===== src/hw/rtl/utf8_stream_decoder_unit_assert.svh =====
// ----------------------------------------------------------------------------
// utf8 stream decoder assertion macros
// concurrent checks on the rising clock edge, masked while reset is high;
// defining ASSERT_OFF leaves every check out
// ----------------------------------------------------------------------------
`ifndef UTF8_STREAM_DECODER_UNIT_ASSERT_SVH
`define UTF8_STREAM_DECODER_UNIT_ASSERT_SVH

`ifndef ASSERT_OFF

// property must hold at every edge outside reset
`define UTSD_ASSERT(lbl, clk, rst, prop, msg) \
   lbl: assert property (@(posedge clk) disable iff (rst) (prop)) else $error(msg);

// condition must never be seen outside reset
`define UTSD_ASSERT_NEVER(lbl, clk, rst, cond, msg) \
   lbl: assert property (@(posedge clk) disable iff (rst) !(cond)) else $error(msg);

`else

`define UTSD_ASSERT(lbl, clk, rst, prop, msg)
`define UTSD_ASSERT_NEVER(lbl, clk, rst, cond, msg)

`endif

`endif


===== src/hw/rtl/utf8sd_pkg.sv =====
// ----------------------------------------------------------------------------
// utf8 stream decoder package
// widths, byte patterns and the state and result types shared by the decoder
// ----------------------------------------------------------------------------
package utf8sd_pkg;

   // field widths
   localparam int unsigned BYTE_W = 8;
   localparam int unsigned CP_W   = 31;
   localparam int unsigned CNT_W  = 3;
   localparam int unsigned LEAD_W = 5;

   // replacement character '?'
   localparam logic [CP_W-1:0] REPL_CHAR = CP_W'(63);

   // continuation byte tag, 10xxxxxx
   localparam logic [1:0] CONT_TAG = 2'b10;

   // lead byte masks and tags for the two- to six-byte forms
   localparam logic [BYTE_W-1:0] LEAD2_MASK = 8'd224;
   localparam logic [BYTE_W-1:0] LEAD2_TAG  = 8'd192;
   localparam logic [BYTE_W-1:0] LEAD3_MASK = 8'd240;
   localparam logic [BYTE_W-1:0] LEAD3_TAG  = 8'd224;
   localparam logic [BYTE_W-1:0] LEAD4_MASK = 8'd248;
   localparam logic [BYTE_W-1:0] LEAD4_TAG  = 8'd240;
   localparam logic [BYTE_W-1:0] LEAD5_MASK = 8'd252;
   localparam logic [BYTE_W-1:0] LEAD5_TAG  = 8'd248;
   localparam logic [BYTE_W-1:0] LEAD6_MASK = 8'd254;
   localparam logic [BYTE_W-1:0] LEAD6_TAG  = 8'd252;

   // running decoder state
   typedef struct packed {
      logic [CP_W-1:0]  partial;
      logic [CNT_W-1:0] pending;
   } dec_state_type;

   // outcome of one byte
   typedef struct packed {
      logic            emit;
      logic [CP_W-1:0] code_point;
      logic            replaced;
   } step_result_type;

endpackage


===== src/hw/rtl/utf8_stream_decoder_unit.sv =====
// ----------------------------------------------------------------------------
// utf8 stream decoder unit
// Decodes a UTF-8 byte stream, old five- and six-byte forms included, into
// 31-bit code points; malformed input gives '?' with rsp_replaced set.
// Input channel: req_data_byte and req_end_of_buffer, transfer on req_valid
// with req_stall low. Result channel: rsp_code_point and rsp_replaced,
// transfer on rsp_valid with rsp_stall low. Lead and middle bytes of a
// sequence give no result unless the buffer ends there; any other gives one.
// Path: a taken byte is held in the input register; its result is loaded
// into the result register, which drives rsp_valid.
// Throughput: one byte per cycle while no byte with a result is held back
// by rsp_stall, set by the combinational decode step between the input and
// result registers.
// Stall: while a result waits under rsp_stall, a byte that needs no result
// still moves on; a byte with a result holds in the input register and
// req_stall rises. Stall propagates back in the same cycle.
// Reset (synchronous, active high) empties both registers and clears the
// partial code point and pending count.
// ----------------------------------------------------------------------------
`include "utf8_stream_decoder_unit_assert.svh"

module utf8_stream_decoder_unit
   import utf8sd_pkg::*;
(
   input  logic              clock,
   input  logic              reset,
   input  logic              req_valid,
   output logic              req_stall,
   input  logic [BYTE_W-1:0] req_data_byte,
   input  logic              req_end_of_buffer,
   output logic              rsp_valid,
   input  logic              rsp_stall,
   output logic [CP_W-1:0]   rsp_code_point,
   output logic              rsp_replaced
);

   logic              in_valid_ff;
   logic              in_valid_in;
   logic [BYTE_W-1:0] in_byte_ff;
   logic              in_eob_ff;
   dec_state_type     state_ff;
   dec_state_type     state_in;
   step_result_type   step_res;
   logic              out_valid_ff;
   logic              out_valid_in;
   logic [CP_W-1:0]   out_cp_ff;
   logic              out_repl_ff;
   logic              req_take;
   logic              out_free;
   logic              advance;

   // handshake control
   assign out_free  = !out_valid_ff || !rsp_stall;
   assign advance   = in_valid_ff && (!step_res.emit || out_free);
   assign req_stall = in_valid_ff && !advance;
   assign req_take  = req_valid && !req_stall;

   // decode step
   utf8sd_step u_step (
      .data_byte     (in_byte_ff),
      .end_of_buffer (in_eob_ff),
      .cur_state     (state_ff),
      .nxt_state     (state_in),
      .result        (step_res)
   );

   // input register
   always_comb begin
      if (req_take) begin
         in_valid_in = 1'b1;
      end else if (advance) begin
         in_valid_in = 1'b0;
      end else begin
         in_valid_in = in_valid_ff;
      end
   end

   always_ff @(posedge clock) begin
      if (reset) begin
         in_valid_ff <= 1'b0;
      end else begin
         in_valid_ff <= in_valid_in;
      end
      if (req_take) begin
         in_byte_ff <= req_data_byte;
         in_eob_ff  <= req_end_of_buffer;
      end
   end

   // running state
   always_ff @(posedge clock) begin
      if (reset) begin
         state_ff <= '0;
      end else if (advance) begin
         state_ff <= state_in;
      end
   end

   // result register
   always_comb begin
      if (advance && step_res.emit) begin
         out_valid_in = 1'b1;
      end else if (!rsp_stall) begin
         out_valid_in = 1'b0;
      end else begin
         out_valid_in = out_valid_ff;
      end
   end

   always_ff @(posedge clock) begin
      if (reset) begin
         out_valid_ff <= 1'b0;
      end else begin
         out_valid_ff <= out_valid_in;
      end
      if (advance && step_res.emit) begin
         out_cp_ff   <= step_res.code_point;
         out_repl_ff <= step_res.replaced;
      end
   end

   assign rsp_valid      = out_valid_ff;
   assign rsp_code_point = out_cp_ff;
   assign rsp_replaced   = out_repl_ff;

   // checks
   `UTSD_ASSERT_NEVER(a_pending_range, clock, reset, state_ff.pending > CNT_W'(5), "pending count above five")
   `UTSD_ASSERT(a_pending_data, clock, reset, (state_ff.pending == '0) || (state_ff.partial != '0), "open sequence with no data bits")
   `UTSD_ASSERT(a_idle_clear, clock, reset, (state_ff.pending != '0) || (state_ff.partial == '0), "partial value left after sequence end")
   `UTSD_ASSERT(a_repl_char, clock, reset, rsp_valid && rsp_replaced |-> rsp_code_point == REPL_CHAR, "replacement is not the question mark")
   `UTSD_ASSERT(a_hold_blocked, clock, reset, in_valid_ff && step_res.emit && out_valid_ff && rsp_stall |=> in_valid_ff && $stable(in_byte_ff), "blocked byte lost from input register")

endmodule


===== src/hw/rtl/utf8sd_step.sv =====
// ----------------------------------------------------------------------------
// utf8 stream decoder byte step
// combinational decode of one byte against the running state: gives the next
// state and at most one result
// ----------------------------------------------------------------------------
module utf8sd_step
   import utf8sd_pkg::*;
(
   input  logic [BYTE_W-1:0] data_byte,
   input  logic              end_of_buffer,
   input  dec_state_type     cur_state,
   output dec_state_type     nxt_state,
   output step_result_type   result
);

   logic [CP_W-1:0]   shifted;
   logic [CNT_W-1:0]  cnt_dec;
   logic [LEAD_W-1:0] lead_data;
   logic [CNT_W-1:0]  lead_due;
   logic              lead_ok;

   // continuation path: shift six data bits in
   assign shifted = {cur_state.partial[CP_W-7:0], data_byte[5:0]};
   assign cnt_dec = cur_state.pending - CNT_W'(1);

   // lead byte classification
   always_comb begin
      lead_ok   = 1'b1;
      lead_data = '0;
      lead_due  = '0;
      if ((data_byte & LEAD2_MASK) == LEAD2_TAG) begin
         lead_data = data_byte[4:0];
         lead_due  = CNT_W'(1);
      end else if ((data_byte & LEAD3_MASK) == LEAD3_TAG) begin
         lead_data = LEAD_W'(data_byte[3:0]);
         lead_due  = CNT_W'(2);
      end else if ((data_byte & LEAD4_MASK) == LEAD4_TAG) begin
         lead_data = LEAD_W'(data_byte[2:0]);
         lead_due  = CNT_W'(3);
      end else if ((data_byte & LEAD5_MASK) == LEAD5_TAG) begin
         lead_data = LEAD_W'(data_byte[1:0]);
         lead_due  = CNT_W'(4);
      end else if ((data_byte & LEAD6_MASK) == LEAD6_TAG) begin
         lead_data = LEAD_W'(data_byte[0]);
         lead_due  = CNT_W'(5);
      end else begin
         lead_ok = 1'b0;
      end
   end

   // next state and result
   always_comb begin
      nxt_state = cur_state;
      result    = '{emit: 1'b0, code_point: '0, replaced: 1'b0};
      if (cur_state.pending != '0) begin
         if (data_byte[7:6] != CONT_TAG) begin
            // bad continuation swallowed, sequence dropped
            nxt_state = '0;
            result    = '{emit: 1'b1, code_point: REPL_CHAR, replaced: 1'b1};
         end else if (cnt_dec == '0) begin
            nxt_state = '0;
            result    = '{emit: 1'b1, code_point: shifted, replaced: 1'b0};
         end else if (end_of_buffer) begin
            // buffer ends inside a sequence
            nxt_state = '0;
            result    = '{emit: 1'b1, code_point: REPL_CHAR, replaced: 1'b1};
         end else begin
            nxt_state.partial = shifted;
            nxt_state.pending = cnt_dec;
         end
      end else if (!data_byte[7]) begin
         // plain ascii
         result = '{emit: 1'b1, code_point: CP_W'(data_byte), replaced: 1'b0};
      end else if (!lead_ok || lead_data == '0 || end_of_buffer) begin
         // invalid or empty lead, or no room left for the sequence
         result = '{emit: 1'b1, code_point: REPL_CHAR, replaced: 1'b1};
      end else begin
         nxt_state.partial = CP_W'(lead_data);
         nxt_state.pending = lead_due;
      end
   end

endmodule

===== config.mk =====
export PLATFORM = sky130hd
export DESIGN_NAME = utf8_stream_decoder_unit
export DESIGN_NICKNAME = d
export VERILOG_FILES = /design/src/hw/rtl/utf8sd_pkg.sv /design/src/hw/rtl/utf8_stream_decoder_unit.sv /design/src/hw/rtl/utf8sd_step.sv
export VERILOG_INCLUDE_DIRS = /design/src /design/src/hw/rtl
export SDC_FILE = /design/constraint.sdc
export NUM_CORES = 1
export LEC_CHECK = 0
export BUFFER_PORTS_ARGS = -buffer_cell sky130_fd_sc_hd__buf_2
export CAP_MARGIN = 10
export CORE_MARGIN = 4
export CORE_UTILIZATION = 56
export DETAILED_ROUTE_END_ITERATION = 8
export MAX_ROUTING_LAYER = met4
export PLACE_DENSITY = 0.79
export SLEW_MARGIN = 20
export SYNTH_ARGS = -nofsm -noshare
export SYNTH_HDL_FRONTEND = slang
export SYNTH_SLANG_ARGS = --single-unit

===== constraint.sdc =====
create_clock -name clock -period 4.46 [get_ports clock]
set_input_delay 0.669 -clock clock [delete_from_list [all_inputs] [get_ports clock]]
set_output_delay 0.669 -clock clock [all_outputs]
set_load 0.005 [all_outputs]

==> results of run 1 <==
-- critical path, stage by stage (launching register included) --
cell	delay, ps
edfxtp_1	510
or3_1	420
o311a_4	340
nand3_1	100
nand3_1	190
nor2_1	150
buf_2	120
-- worst max path at each step --
stage | to | startpoint | slack [ps] | depth (start not counted)
floorplan | rsp_code_point[0]$_DFFE_PP_ | in_byte_ff[2]$_DFFE_PP_ | 980 | 6
global route | req_stall | state_ff[0]$_SDFFE_PP0P_ | 1390 | 7
CTS | req_stall | in_byte_ff[2]$_DFFE_PP_ | 1590 | 6
global placement | rsp_code_point[16]$_SDFFCE_PP0P_ | in_byte_ff[2]$_DFFE_PP_ | 1730 | 5
detailed placement | rsp_code_point[21]$_SDFFCE_PP0P_ | in_byte_ff[2]$_DFFE_PP_ | 1670 | 5
finish | req_stall | in_byte_ff[2]$_DFFE_PP_ | 1610 | 6
-- cell families after synthesis --
logic type                 after synthesis  synth area share [%]
buffers and inverters                   19                  3.15
AOI/OAI and AO/OA                       47                  11.7
muxes                                   20                  6.55
and+or+nand+nor                        105                  16.8
xor gates and xnor gates                 2                 0.574
adders and majority gates                3                  1.23
DFF                                     71                  60.0
-- cell usage after synthesis, drive strengths merged, types with 2 or more instances --
| library cell | count |
|---|---|
| nor3 | 3 |
| buf | 5 |
| a21oi | 10 |
| a21boi | 2 |
| o2111ai | 2 |
| nand3 | 5 |
| dfxtp | 30 |
| nor2b | 5 |
| inv | 7 |
| o31ai | 3 |
| nand4 | 2 |
| mux2i | 20 |
| a31oi | 2 |
| edfxtp | 41 |
| and2 | 25 |
| nor2 | 6 |
| nand2 | 52 |
| or4 | 2 |
| ha | 3 |
| clkbuf | 7 |
| o21a | 2 |
| a21o | 6 |
| o21ai | 12 |
-- routing by layer --
| layer | share of wire (%) | vias to the layer above | global-route usage [%] |
|---|---|---|---|
| met4 | 2.0 | 0 | 9.47 |
| met2 | 50 | 71 | 30.0 |
| met3 | 6.2 | 10 | 6.80 |
| li1 | - | 1042 | - |
| met5 | 0 | - | - |
| met1 | 42 | 988 | 22.2 |
-- cell type report --
type / count / area, µm²
clock buffer: 13 / 170
clock inverter: 3 / 40.0
fill: 396 / 1660
inverter: 7 / 26.3
multi-input combinational: 177 / 1150
sequential: 71 / 1830
tap: 70 / 87.6
timing repair buffer: 47 / 238
-- metrics by stage --
step | cells | area [µm²] | worst slack [ps] | hold slack [ps]
floorplan | 267 | 3050 | 976 | 430
global route | 388 | 3540 | 1390 | 473
detailed placement | 372 | 3330 | 1670 | 452
global placement | 372 | 3330 | 1730 | 438
finish | 388 | 3540 | 1610 | 456
CTS | 388 | 3540 | 1590 | 462
-- sequential cells by signal, indices dropped and copies added (netlist names) --
register / count
in_byte_ff: 8
state_ff: 28
in_valid_ff: 1
rsp_valid: 1
rsp_code_point: 31
rsp_replaced: 1
in_eob_ff: 1
-- power by group --
| part | internal, W | switching, W | total (W) |
|---|---|---|---|
| combinational | 0.0000315 | 0.0000514 | 0.0000829 |
| clock | 0.000306 | 0.000224 | 0.000530 |
| sequential | 0.000715 | 0.0000125 | 0.000728 |
==> flow_metrics.env, run 1 <==
export IMPL_layout_common_cells="52 x nand2_1, 46 x buf_2, 41 x edfxtp_1"
export IMPL_die_area_um2=6700
export IMPL_final_common_cell="nand2_1"
export IMPL_grt_pass1_vias=1971
export IMPL_p_total_w=0.00134
export IMPL_post_cts_resized=0
export IMPL_viasPerCell=5.44
export IMPL_hold_path_depth=2
export IMPL_p_leak_nw=1.31
export IMPL_drive_gt1_share_pct=22.0
export IMPL_drv_cap=0
export IMPL_wl_per_cell_um=14.5
export IMPL_setup_tns_ps=0
export IMPL_start_kind="flip-flop"
export IMPL_synth_cells=267
export IMPL_gp_congestion=0.937
export IMPL_fin_crit_sh_pct=63.9
export IMPL_clock_sinks=71
export IMPL_r2r_slack_ps=1680
export IMPL_dieWidth_um=81.9
export IMPL_period_needed_ps=2850
export IMPL_grt_max_degree=33
export IMPL_worstMarginPinSlew_ps=1000
export IMPL_synth_edf_count=41
export IMPL_r2r_cells=5
export IMPL_final_setup_skew_ps=6.80
export IMPL_grtUsageTotal_pct=19.3
export IMPL_end_kind="primary output"
export IMPL_path_class="reg2out"
export IMPL_cts_max_level=3
export IMPL_yosysUniqueCellTypes=45
export IMPL_hold_class="reg2reg"
export IMPL_fin_nets=329
export IMPL_cts_tree="built"
export IMPL_syn_num_nets=283
export IMPL_ys_ff_latch=71
export IMPL_synth_warnings=0
export IMPL_wirelength_um=5620
export IMPL_initial_utilization_pct=58.7
export IMPL_grt_ovfl_total=0
export IMPL_die_height_um=81.9
export IMPL_finalMaxSlewViolations=0
export IMPL_grt_setup_unrepaired="false"
export IMPL_synthesis_area_um2=3050
export IMPL_required_ps=3790
export IMPL_vias=2111
export IMPL_clock_path_buffers=2
export IMPL_clk_pin_slew_ps=70
export IMPL_utilization_pct=68.1
export IMPL_yosys_area_top_type="edfxtp_1"
export IMPL_async_flop_share_pct=0
export IMPL_core_area_um2=5200
export IMPL_antenna_found_initial=0
export IMPL_synth_top_area_share_pct=40.3
export IMPL_drc_errors=0
export IMPL_worstPathMaxFanout=9
export IMPL_first_pass_iters=4
export IMPL_syn_area_per_cell_um2=11.4
export IMPL_holdPathEnd="state_ff[27]$_SDFFE_PP0P_"
export IMPL_n_antenna_cell=0
export IMPL_area_growth_pct=16.0
export IMPL_ys_seq_area_share_pct=60.0
export IMPL_max_freq_mhz=351
export IMPL_cts_root_buf="clkbuf_8"
export IMPL_worstHoldStart="state_ff[27]$_SDFFE_PP0P_"
export IMPL_ys_flop_type="edfxtp_1"
export IMPL_cts_setup_buffers=0
export IMPL_grt_pass1_wl_um=9300
export IMPL_cts_buffers=9
export IMPL_port_buffers=46
export IMPL_outcome="finished clean"
export IMPL_holdBufCountCts=0
export IMPL_netlist_top_cells_area="edfxtp_1 40%, dfxtp_1 20%, mux2i_1 6.6%"
export IMPL_clk_latency_ps=350
export IMPL_io_pins=47
export IMPL_r2r_start="in_byte_ff[2]$_DFFE_PP_"
export IMPL_cp_arrival_ps=2180
export IMPL_finalHoldViolCount=0
export IMPL_ir_drop_v=0.000220
export IMPL_dp_hpwl_um=3780
export IMPL_slew_headroom_pct=33.2
export IMPL_r2r_end="rsp_code_point[17]$_SDFFCE_PP0P_"
export IMPL_setup_viol=0
export IMPL_ant_nets=0
export IMPL_num_rows=26
export IMPL_drtIter0Drc=121
export IMPL_p_per_area_nw_per_um2=378
Note: power is estimated with default switching activity, not from simulation.
==> run 2, diff against run 1 <==
--- a/config.mk
+++ b/config.mk
@@ -6,13 +6,14 @@
 export SDC_FILE = /design/constraint.sdc
 export NUM_CORES = 1
 export LEC_CHECK = 0
+export ABC_AREA = 1
 export BUFFER_PORTS_ARGS = -buffer_cell sky130_fd_sc_hd__buf_2
 export CAP_MARGIN = 10
 export CORE_MARGIN = 4
 export CORE_UTILIZATION = 56
 export DETAILED_ROUTE_END_ITERATION = 8
 export MAX_ROUTING_LAYER = met4
-export PLACE_DENSITY = 0.79
+export PLACE_DENSITY = 0.78
 export SLEW_MARGIN = 20
 export SYNTH_ARGS = -nofsm -noshare
 export SYNTH_HDL_FRONTEND = slang
==> constraint.sdc (replaced) <==
create_clock -name clock -period 2.8 [get_ports clock]
set_input_delay 0.42 -clock clock [delete_from_list [all_inputs] [get_ports clock]]
set_output_delay 0.42 -clock clock [all_outputs]
set_load 0.005 [all_outputs]
==> run 2 against run 1 <==
Against the previous run: critical path depth rose by 3; hold slack worse by 210 ps; cell count increased by 32%; sequential power grew 65%; sequential share of layout area down 2.2 points; critical path type unchanged; first-iteration DRC count up 130%; critical endpoint unchanged; area after synthesis increased by 5.7%; largest cell class unchanged; count of clock-buffer cells in the layout fell by 3; clock power increased by 47%; register-to-register slack got worse by 1100 ps; sequential cell count unchanged; via count rose by 22%.
==> flow_metrics.env, run 2 <==
export IMPL_outcome="finished clean"
export IMPL_clock_sinks=71
export IMPL_n_antenna_cell=0
export IMPL_io_pins=47
export IMPL_slew_headroom_pct=65.1
export IMPL_first_pass_iters=5
export IMPL_ys_flop_type="edfxtp_1"
export IMPL_drtIter0Drc=276
export IMPL_fin_nets=451
export IMPL_synth_edf_count=41
export IMPL_post_cts_resized=0
export IMPL_wirelength_um=6680
export IMPL_synth_fa_ha_area_share_pct=1.16
export IMPL_hold_path_depth=1
export IMPL_finalHoldViolCount=0
export IMPL_drc_errors=0
export IMPL_grt_pass1_vias=2365
export IMPL_drive_gt1_share_pct=22.0
export IMPL_netlist_top_cells_area="edfxtp_1 38%, dfxtp_1 19%, nand2_1 10%"
export IMPL_r2r_cells=10
export IMPL_fin_crit_sh_pct=85.7
export IMPL_fillerInstances=475
export IMPL_antenna_found_initial=0
export IMPL_synth_compound_area_share_pct=3.49
export IMPL_synth_most_common_cell="nand2_1"
export IMPL_cp_arrival_ps=1980
export IMPL_hold_class="in2reg"
export IMPL_clock_path_buffers=2
export IMPL_num_rows=27
export IMPL_worstMarginPinSlew_ps=518
export IMPL_finalMaxSlewViolations=0
export IMPL_utilization_pct=66.8
export IMPL_p_per_area_nw_per_um2=613
export IMPL_setup_tns_ps=0
export IMPL_synthesis_area_um2=3230
export IMPL_placed_cell_area_um2=3510
export IMPL_drv_cap=0
export IMPL_viasPerCell=5.02
export IMPL_p_total_w=0.00227
export IMPL_clk_latency_ps=340
export IMPL_end_kind="primary output"
export IMPL_p_leak_nw=1.65
export IMPL_final_common_cell="nand2_1"
export IMPL_async_flop_share_pct=0
export IMPL_synth_xor_area_share_pct=0.271
export IMPL_vias=2572
export IMPL_cts_root_buf="clkbuf_8"
export IMPL_area_growth_pct=14.7
export IMPL_holdBufCountCts=0
export IMPL_cp_cell_sequence="inv_1 -> ha_1 -> xor2_1 -> nor2_1 -> nor2_1 -> inv_2 -> nand4_1 -> inv_1 -> buf_2"
export IMPL_cts_buffers=9
export IMPL_grt_setup_unrepaired="false"
export IMPL_ys_seq_area_share_pct=56.7
export IMPL_yosys_area_share_simple_pct=27.4
export IMPL_cts_setup_buffers=0
export IMPL_die_area_um2=7040
export IMPL_path_class="reg2out"
export IMPL_grt_ovfl_total=0
export IMPL_initial_utilization_pct=58.3
export IMPL_slowest_delay_ps=370
export IMPL_holdWs_ps=251
export IMPL_synth_top_area_share_pct=38.1
export IMPL_syn_num_nets=403
export IMPL_cts_max_level=3
export IMPL_yosys_top_cells_count="88 x nand2_1, 70 x nor2_1, 51 x inv_1"
export IMPL_largest_register_ffs=31
export IMPL_grt_max_degree=34
export IMPL_start_kind="flip-flop"
export IMPL_period_needed_ps=2400
export IMPL_final_area_um2=3700
export IMPL_ys_ff_latch=71
export IMPL_core_area_um2=5540
export IMPL_cts_tree="built"
export IMPL_final_setup_skew_ps=9.70
export IMPL_gp_congestion=0.898
export IMPL_required_ps=2380
export IMPL_yosysUniqueCellTypes=24
export IMPL_dp_hpwl_um=4730
export IMPL_synth_area_mux_share_pct=0
export IMPL_port_buffers=46
export IMPL_dieWidth_um=83.9
export IMPL_max_freq_mhz=417
export IMPL_worstPathMaxFanout=7
export IMPL_synth_top_family_by_area="simple AND/OR/NAND/NOR gates"
export IMPL_grt_pass1_wl_um=11200
export IMPL_yosys_area_top_type="edfxtp_1"
export IMPL_ir_drop_v=0.000382
export IMPL_synth_warnings=0
export IMPL_grtUsageTotal_pct=20.6
export IMPL_layout_common_cells="88 x nand2_1, 70 x nor2_1, 51 x inv_1"
export IMPL_cpMaxStageDelayCell="dfxtp_1"
export IMPL_wl_per_cell_um=13.0
export IMPL_setup_viol=0
export IMPL_ant_nets=0
export IMPL_die_height_um=83.9
export IMPL_clk_pin_slew_ps=80
export IMPL_syn_area_per_cell_um2=8.34
export IMPL_synth_cells=387
## run 2: changes by cell type after synthesis, sizes merged, moves of 3 or more
cell and change:
a21o -6, and2 -25, buf +5, inv +64, mux2i -20, nand2 +39
nand3 +4, nand4 +25, nor2 +67, nor2b -5, o31ai -3
## run 2: per-layer routing
layer | part of all wire (%) | up-vias | track usage [%] | wire length, µm
met1 | 49 | 1182 | 29.2 | 3250
met2 | 44 | 71 | 29.0 | 2970
met5 | 0 | - | - | 0
li1 | - | 1315 | - | -
met4 | 0.64 | 0 | 8.77 | 43
met3 | 6.3 | 4 | 3.95 | 418
## run 2: where the power goes
part           total, W  leakage, nW  internal [W]  switching, W
clock network  0.000781        0.100      0.000409      0.000372
logic          0.000290        0.911     0.0000941      0.000196
registers       0.00120        0.639       0.00117     0.0000272
## run 2: path summary, 6_finish.rpt
path / startpoint / end / slack [ps]
hold / removal: req_data_byte[5] / in_byte_ff[5]$_DFFE_PP_ / 250
setup / recovery: state_ff[0]$_SDFFE_PP0P_ / req_stall / 400
setup reg to reg: state_ff[0]$_SDFFE_PP0P_ / state_ff[3]$_SDFFE_PP0P_ / 540
hold reg to reg: state_ff[27]$_SDFFE_PP0P_ / state_ff[27]$_SDFFE_PP0P_ / 520
## run 2: critical path: cells and delay by family, from the launching register on
family        cells  cell delay, ps
simple gates      3             490
xor+xnor          1             160
flops             1             370
fa+ha+maj         1             210
buf+inv           4             410
## run 2: through the flow
step | setup slack [ps] | cells
after floorplan | 535 | 387
after global placement | 567 | 496
after detailed placement | 594 | 496
after CTS | 386 | 512
after global routing | 170 | 512
final | 399 | 512
## run 2: kinds of logic after synthesis
group,count (synthesis)
buffers and inverters,87
and+or+nand+nor,203
DFF,71
AOI/OAI and AO/OA,22
adders and majority gates,3
xor gates and xnor gates,1
## run 2: area by class of cell
type | count | area [µm²] | share of cell area, %
clock buffer | 10 | 128 | 3.45
tap | 72 | 90.1 | 2.43
sequential | 71 | 1830 | 49.5
multi-input combinational | 229 | 1040 | 28.2
clock inverter | 6 | 60.1 | 1.62
timing repair buffer | 53 | 283 | 7.64
inverter | 71 | 267 | 7.20
==> run 3, diff against run 2 <==
--- a/config.mk
+++ b/config.mk
@@ -9,12 +9,13 @@
 export ABC_AREA = 1
 export BUFFER_PORTS_ARGS = -buffer_cell sky130_fd_sc_hd__buf_2
 export CAP_MARGIN = 10
+export CORE_ASPECT_RATIO = 1.5
 export CORE_MARGIN = 4
 export CORE_UTILIZATION = 56
 export DETAILED_ROUTE_END_ITERATION = 8
 export MAX_ROUTING_LAYER = met4
 export PLACE_DENSITY = 0.78
-export SLEW_MARGIN = 20
+export RECOVER_POWER = 50
 export SYNTH_ARGS = -nofsm -noshare
 export SYNTH_HDL_FRONTEND = slang
 export SYNTH_SLANG_ARGS = --single-unit
==> run 3 against run 2 <==
Against the previous run: combinational power is 5% lower; maximum frequency is 2.2% lower; clock power is 0.9% lower; sequential power hardly changed; hold slack worse by 2.7 ps; utilization is 0.70 points lower.
==> flow_metrics.env, run 3 (synthesis results as in run 2) <==
export IMPL_outcome="finished clean"
export IMPL_met3_usage_pct=4.39
export IMPL_dp_hpwl_um=4550
export IMPL_fin_crit_sh_pct=87.7
export IMPL_hold_class="in2reg"
export IMPL_final_setup_skew_ps=6.33
export IMPL_comb_power_share_pct=12.3
export IMPL_vias=2589
export IMPL_power_frac_clock_pct=34.4
export IMPL_num_rows=33
export IMPL_post_cts_resized=0
export IMPL_holdPathEnd="in_byte_ff[7]$_DFFE_PP_"
export IMPL_antenna_found_initial=0
export IMPL_viasPerCell=5.10
export IMPL_cts_root_buf="clkbuf_8"
export IMPL_utilization_pct=66.1
export IMPL_holdBufCountCts=0
export IMPL_dpl_cell_count=492
export IMPL_clk_latency_ps=350
export IMPL_setup_tns_ps=0
export IMPL_drc_errors=0
export IMPL_worstMarginPinSlew_ps=658
export IMPL_die_area_um2=7070
export IMPL_drive_gt1_share_pct=18.5
export IMPL_dieWidth_um=70.0
export IMPL_clock_sinks=71
export IMPL_cts_buffers=9
export IMPL_die_height_um=101
export IMPL_p_per_area_nw_per_um2=615
export IMPL_ant_nets=0
export IMPL_fin_nets=449
export IMPL_initial_utilization_pct=58.3
export IMPL_netSwitchingFraction_pct=25.9
export IMPL_power_share_sequential_pct=53.3
export IMPL_end_kind="primary output"
export IMPL_r2r_end="state_ff[15]$_SDFFE_PP0P_"
export IMPL_grt_use_met1_pct=20.9
export IMPL_hold_path_depth=1
export IMPL_io_pins=47
export IMPL_largest_register_ffs=31
export IMPL_instances_no_fill=508
export IMPL_layout_common_cells="88 x nand2_1, 70 x nor2_1, 51 x inv_1"
export IMPL_period_needed_ps=2450
export IMPL_finalMaxSlewViolations=0
export IMPL_grt_pass1_wl_um=11100
export IMPL_path_class="reg2out"
export IMPL_grt_pass1_vias=2484
export IMPL_worstHoldStart="req_data_byte[7]"
export IMPL_n_antenna_cell=0
export IMPL_placed_cell_area_um2=3500
export IMPL_setup_viol=0
export IMPL_first_pass_iters=4
export IMPL_p_leak_nw=1.60
export IMPL_wirelength_um=6540
export IMPL_core_area_um2=5530
export IMPL_wl_per_cell_um=12.9
export IMPL_r2r_slack_ps=480
export IMPL_grt_max_degree=34
export IMPL_gp_congestion=0.991
export IMPL_ir_drop_v=0.000631
export IMPL_area_growth_pct=13.3
export IMPL_r2r_start="in_byte_ff[5]$_DFFE_PP_"
export IMPL_met2_usage_pct=37.2
export IMPL_cts_tree="built"
export IMPL_grtUsageTotal_pct=20.8
export IMPL_clk_pin_slew_ps=70
export IMPL_cts_setup_buffers=0
export IMPL_fillerInstances=487
export IMPL_required_ps=2380
export IMPL_drtIter0Drc=109
export IMPL_finalHoldViolCount=0
export IMPL_port_buffers=46
export IMPL_slew_headroom_pct=56.1
export IMPL_r2r_cells=12
export IMPL_final_common_cell="nand2_1"
export IMPL_cp_arrival_ps=2030
export IMPL_worstPathMaxFanout=5
export IMPL_cts_max_level=3
export IMPL_grt_setup_unrepaired="false"
export IMPL_p_sw_w=0.000582
export IMPL_grt_busiest_layer="met2"
export IMPL_max_freq_mhz=407
export IMPL_internal_power_w=0.00167
export IMPL_p_total_w=0.00225
export IMPL_start_kind="flip-flop"
export IMPL_grt_ovfl_total=0
export IMPL_drv_cap=0
export IMPL_final_area_um2=3660
export IMPL_clock_path_buffers=2
## run 3: cell types whose count changed in the layout (fill, tap and decap cells not counted)
| cell | previous run | this run |
|---|---|---|
| buf_2 | 46 | 37 |
| clkinv_4 | 1 | 0 |
| nand3_2 | 2 | 1 |
| clkinv_2 | 3 | 1 |
| clkinvlp_4 | 0 | 1 |
| inv_4 | 1 | 0 |
| nand3_1 | 6 | 7 |
| clkinv_1 | 0 | 1 |
| buf_4 | 7 | 4 |
| clkbuf_1 | 1 | 13 |
## run 3: critical path, cell delays in order (launching register included)
cell      delay (ps)
edfxtp_1         480
inv_2            100
o21ai_1          260
nand2_1          120
nor2_1           150
nor2_2            50
nand3_1          140
nand4_1          180
inv_1            100
buf_2            110
## run 3: worst max-delay path by stage
stage,slack [ps],depth (start not counted),from,endpoint
finish,350,9,in_byte_ff[5]$_DFFE_PP_,req_stall
global placement,600,9,state_ff[0]$_SDFFE_PP0P_,rsp_code_point[29]$_SDFFCE_PP0P_
detailed placement,530,11,in_byte_ff[6]$_DFFE_PP_,state_ff[15]$_SDFFE_PP0P_
CTS,380,9,state_ff[0]$_SDFFE_PP0P_,req_stall
global route,60,9,in_byte_ff[3]$_DFFE_PP_,req_stall
floorplan,540,8,state_ff[0]$_SDFFE_PP0P_,rsp_code_point[0]$_DFFE_PP_
## run 3: metal layers
metal,routed length [µm],part of all wire [%]
met5,0,0
met4,172,2.6
met3,324,5.0
met2,3600,55
met1,2440,37
## run 3: cell type report
type                            instances  area [µm²]  area share (%)
Clock buffer                           12         135            3.69
Clock inverter                          4        46.3            1.27
Inverter                               71         267            7.29
Multi-Input combinational cell        229        1040            28.4
Sequential cell                        71        1830            50.1
Tap cell                               70        87.6            2.39
Timing Repair Buffer                   51         253            6.91
## run 3: power by group through the flow
stage	registers [W]	logic, W	clock network, W
final	0.00120	0.000275	0.000774
after global routing	0.00120	0.000318	0.000829
after CTS	0.00120	0.000279	0.000784
after detailed placement	0.00122	0.000277	0
after global placement	0.00122	0.000269	0
after floorplan	0.00122	0.000200	0
## run 3: metrics by stage
| step | setup slack (ps) | hold WS (ps) |
|---|---|---|
| floorplan | 535 | 489 |
| detailed placement | 531 | 507 |
| global route | 60.6 | 238 |
| global placement | 599 | 504 |
| finish | 345 | 248 |
| CTS | 383 | 237 |
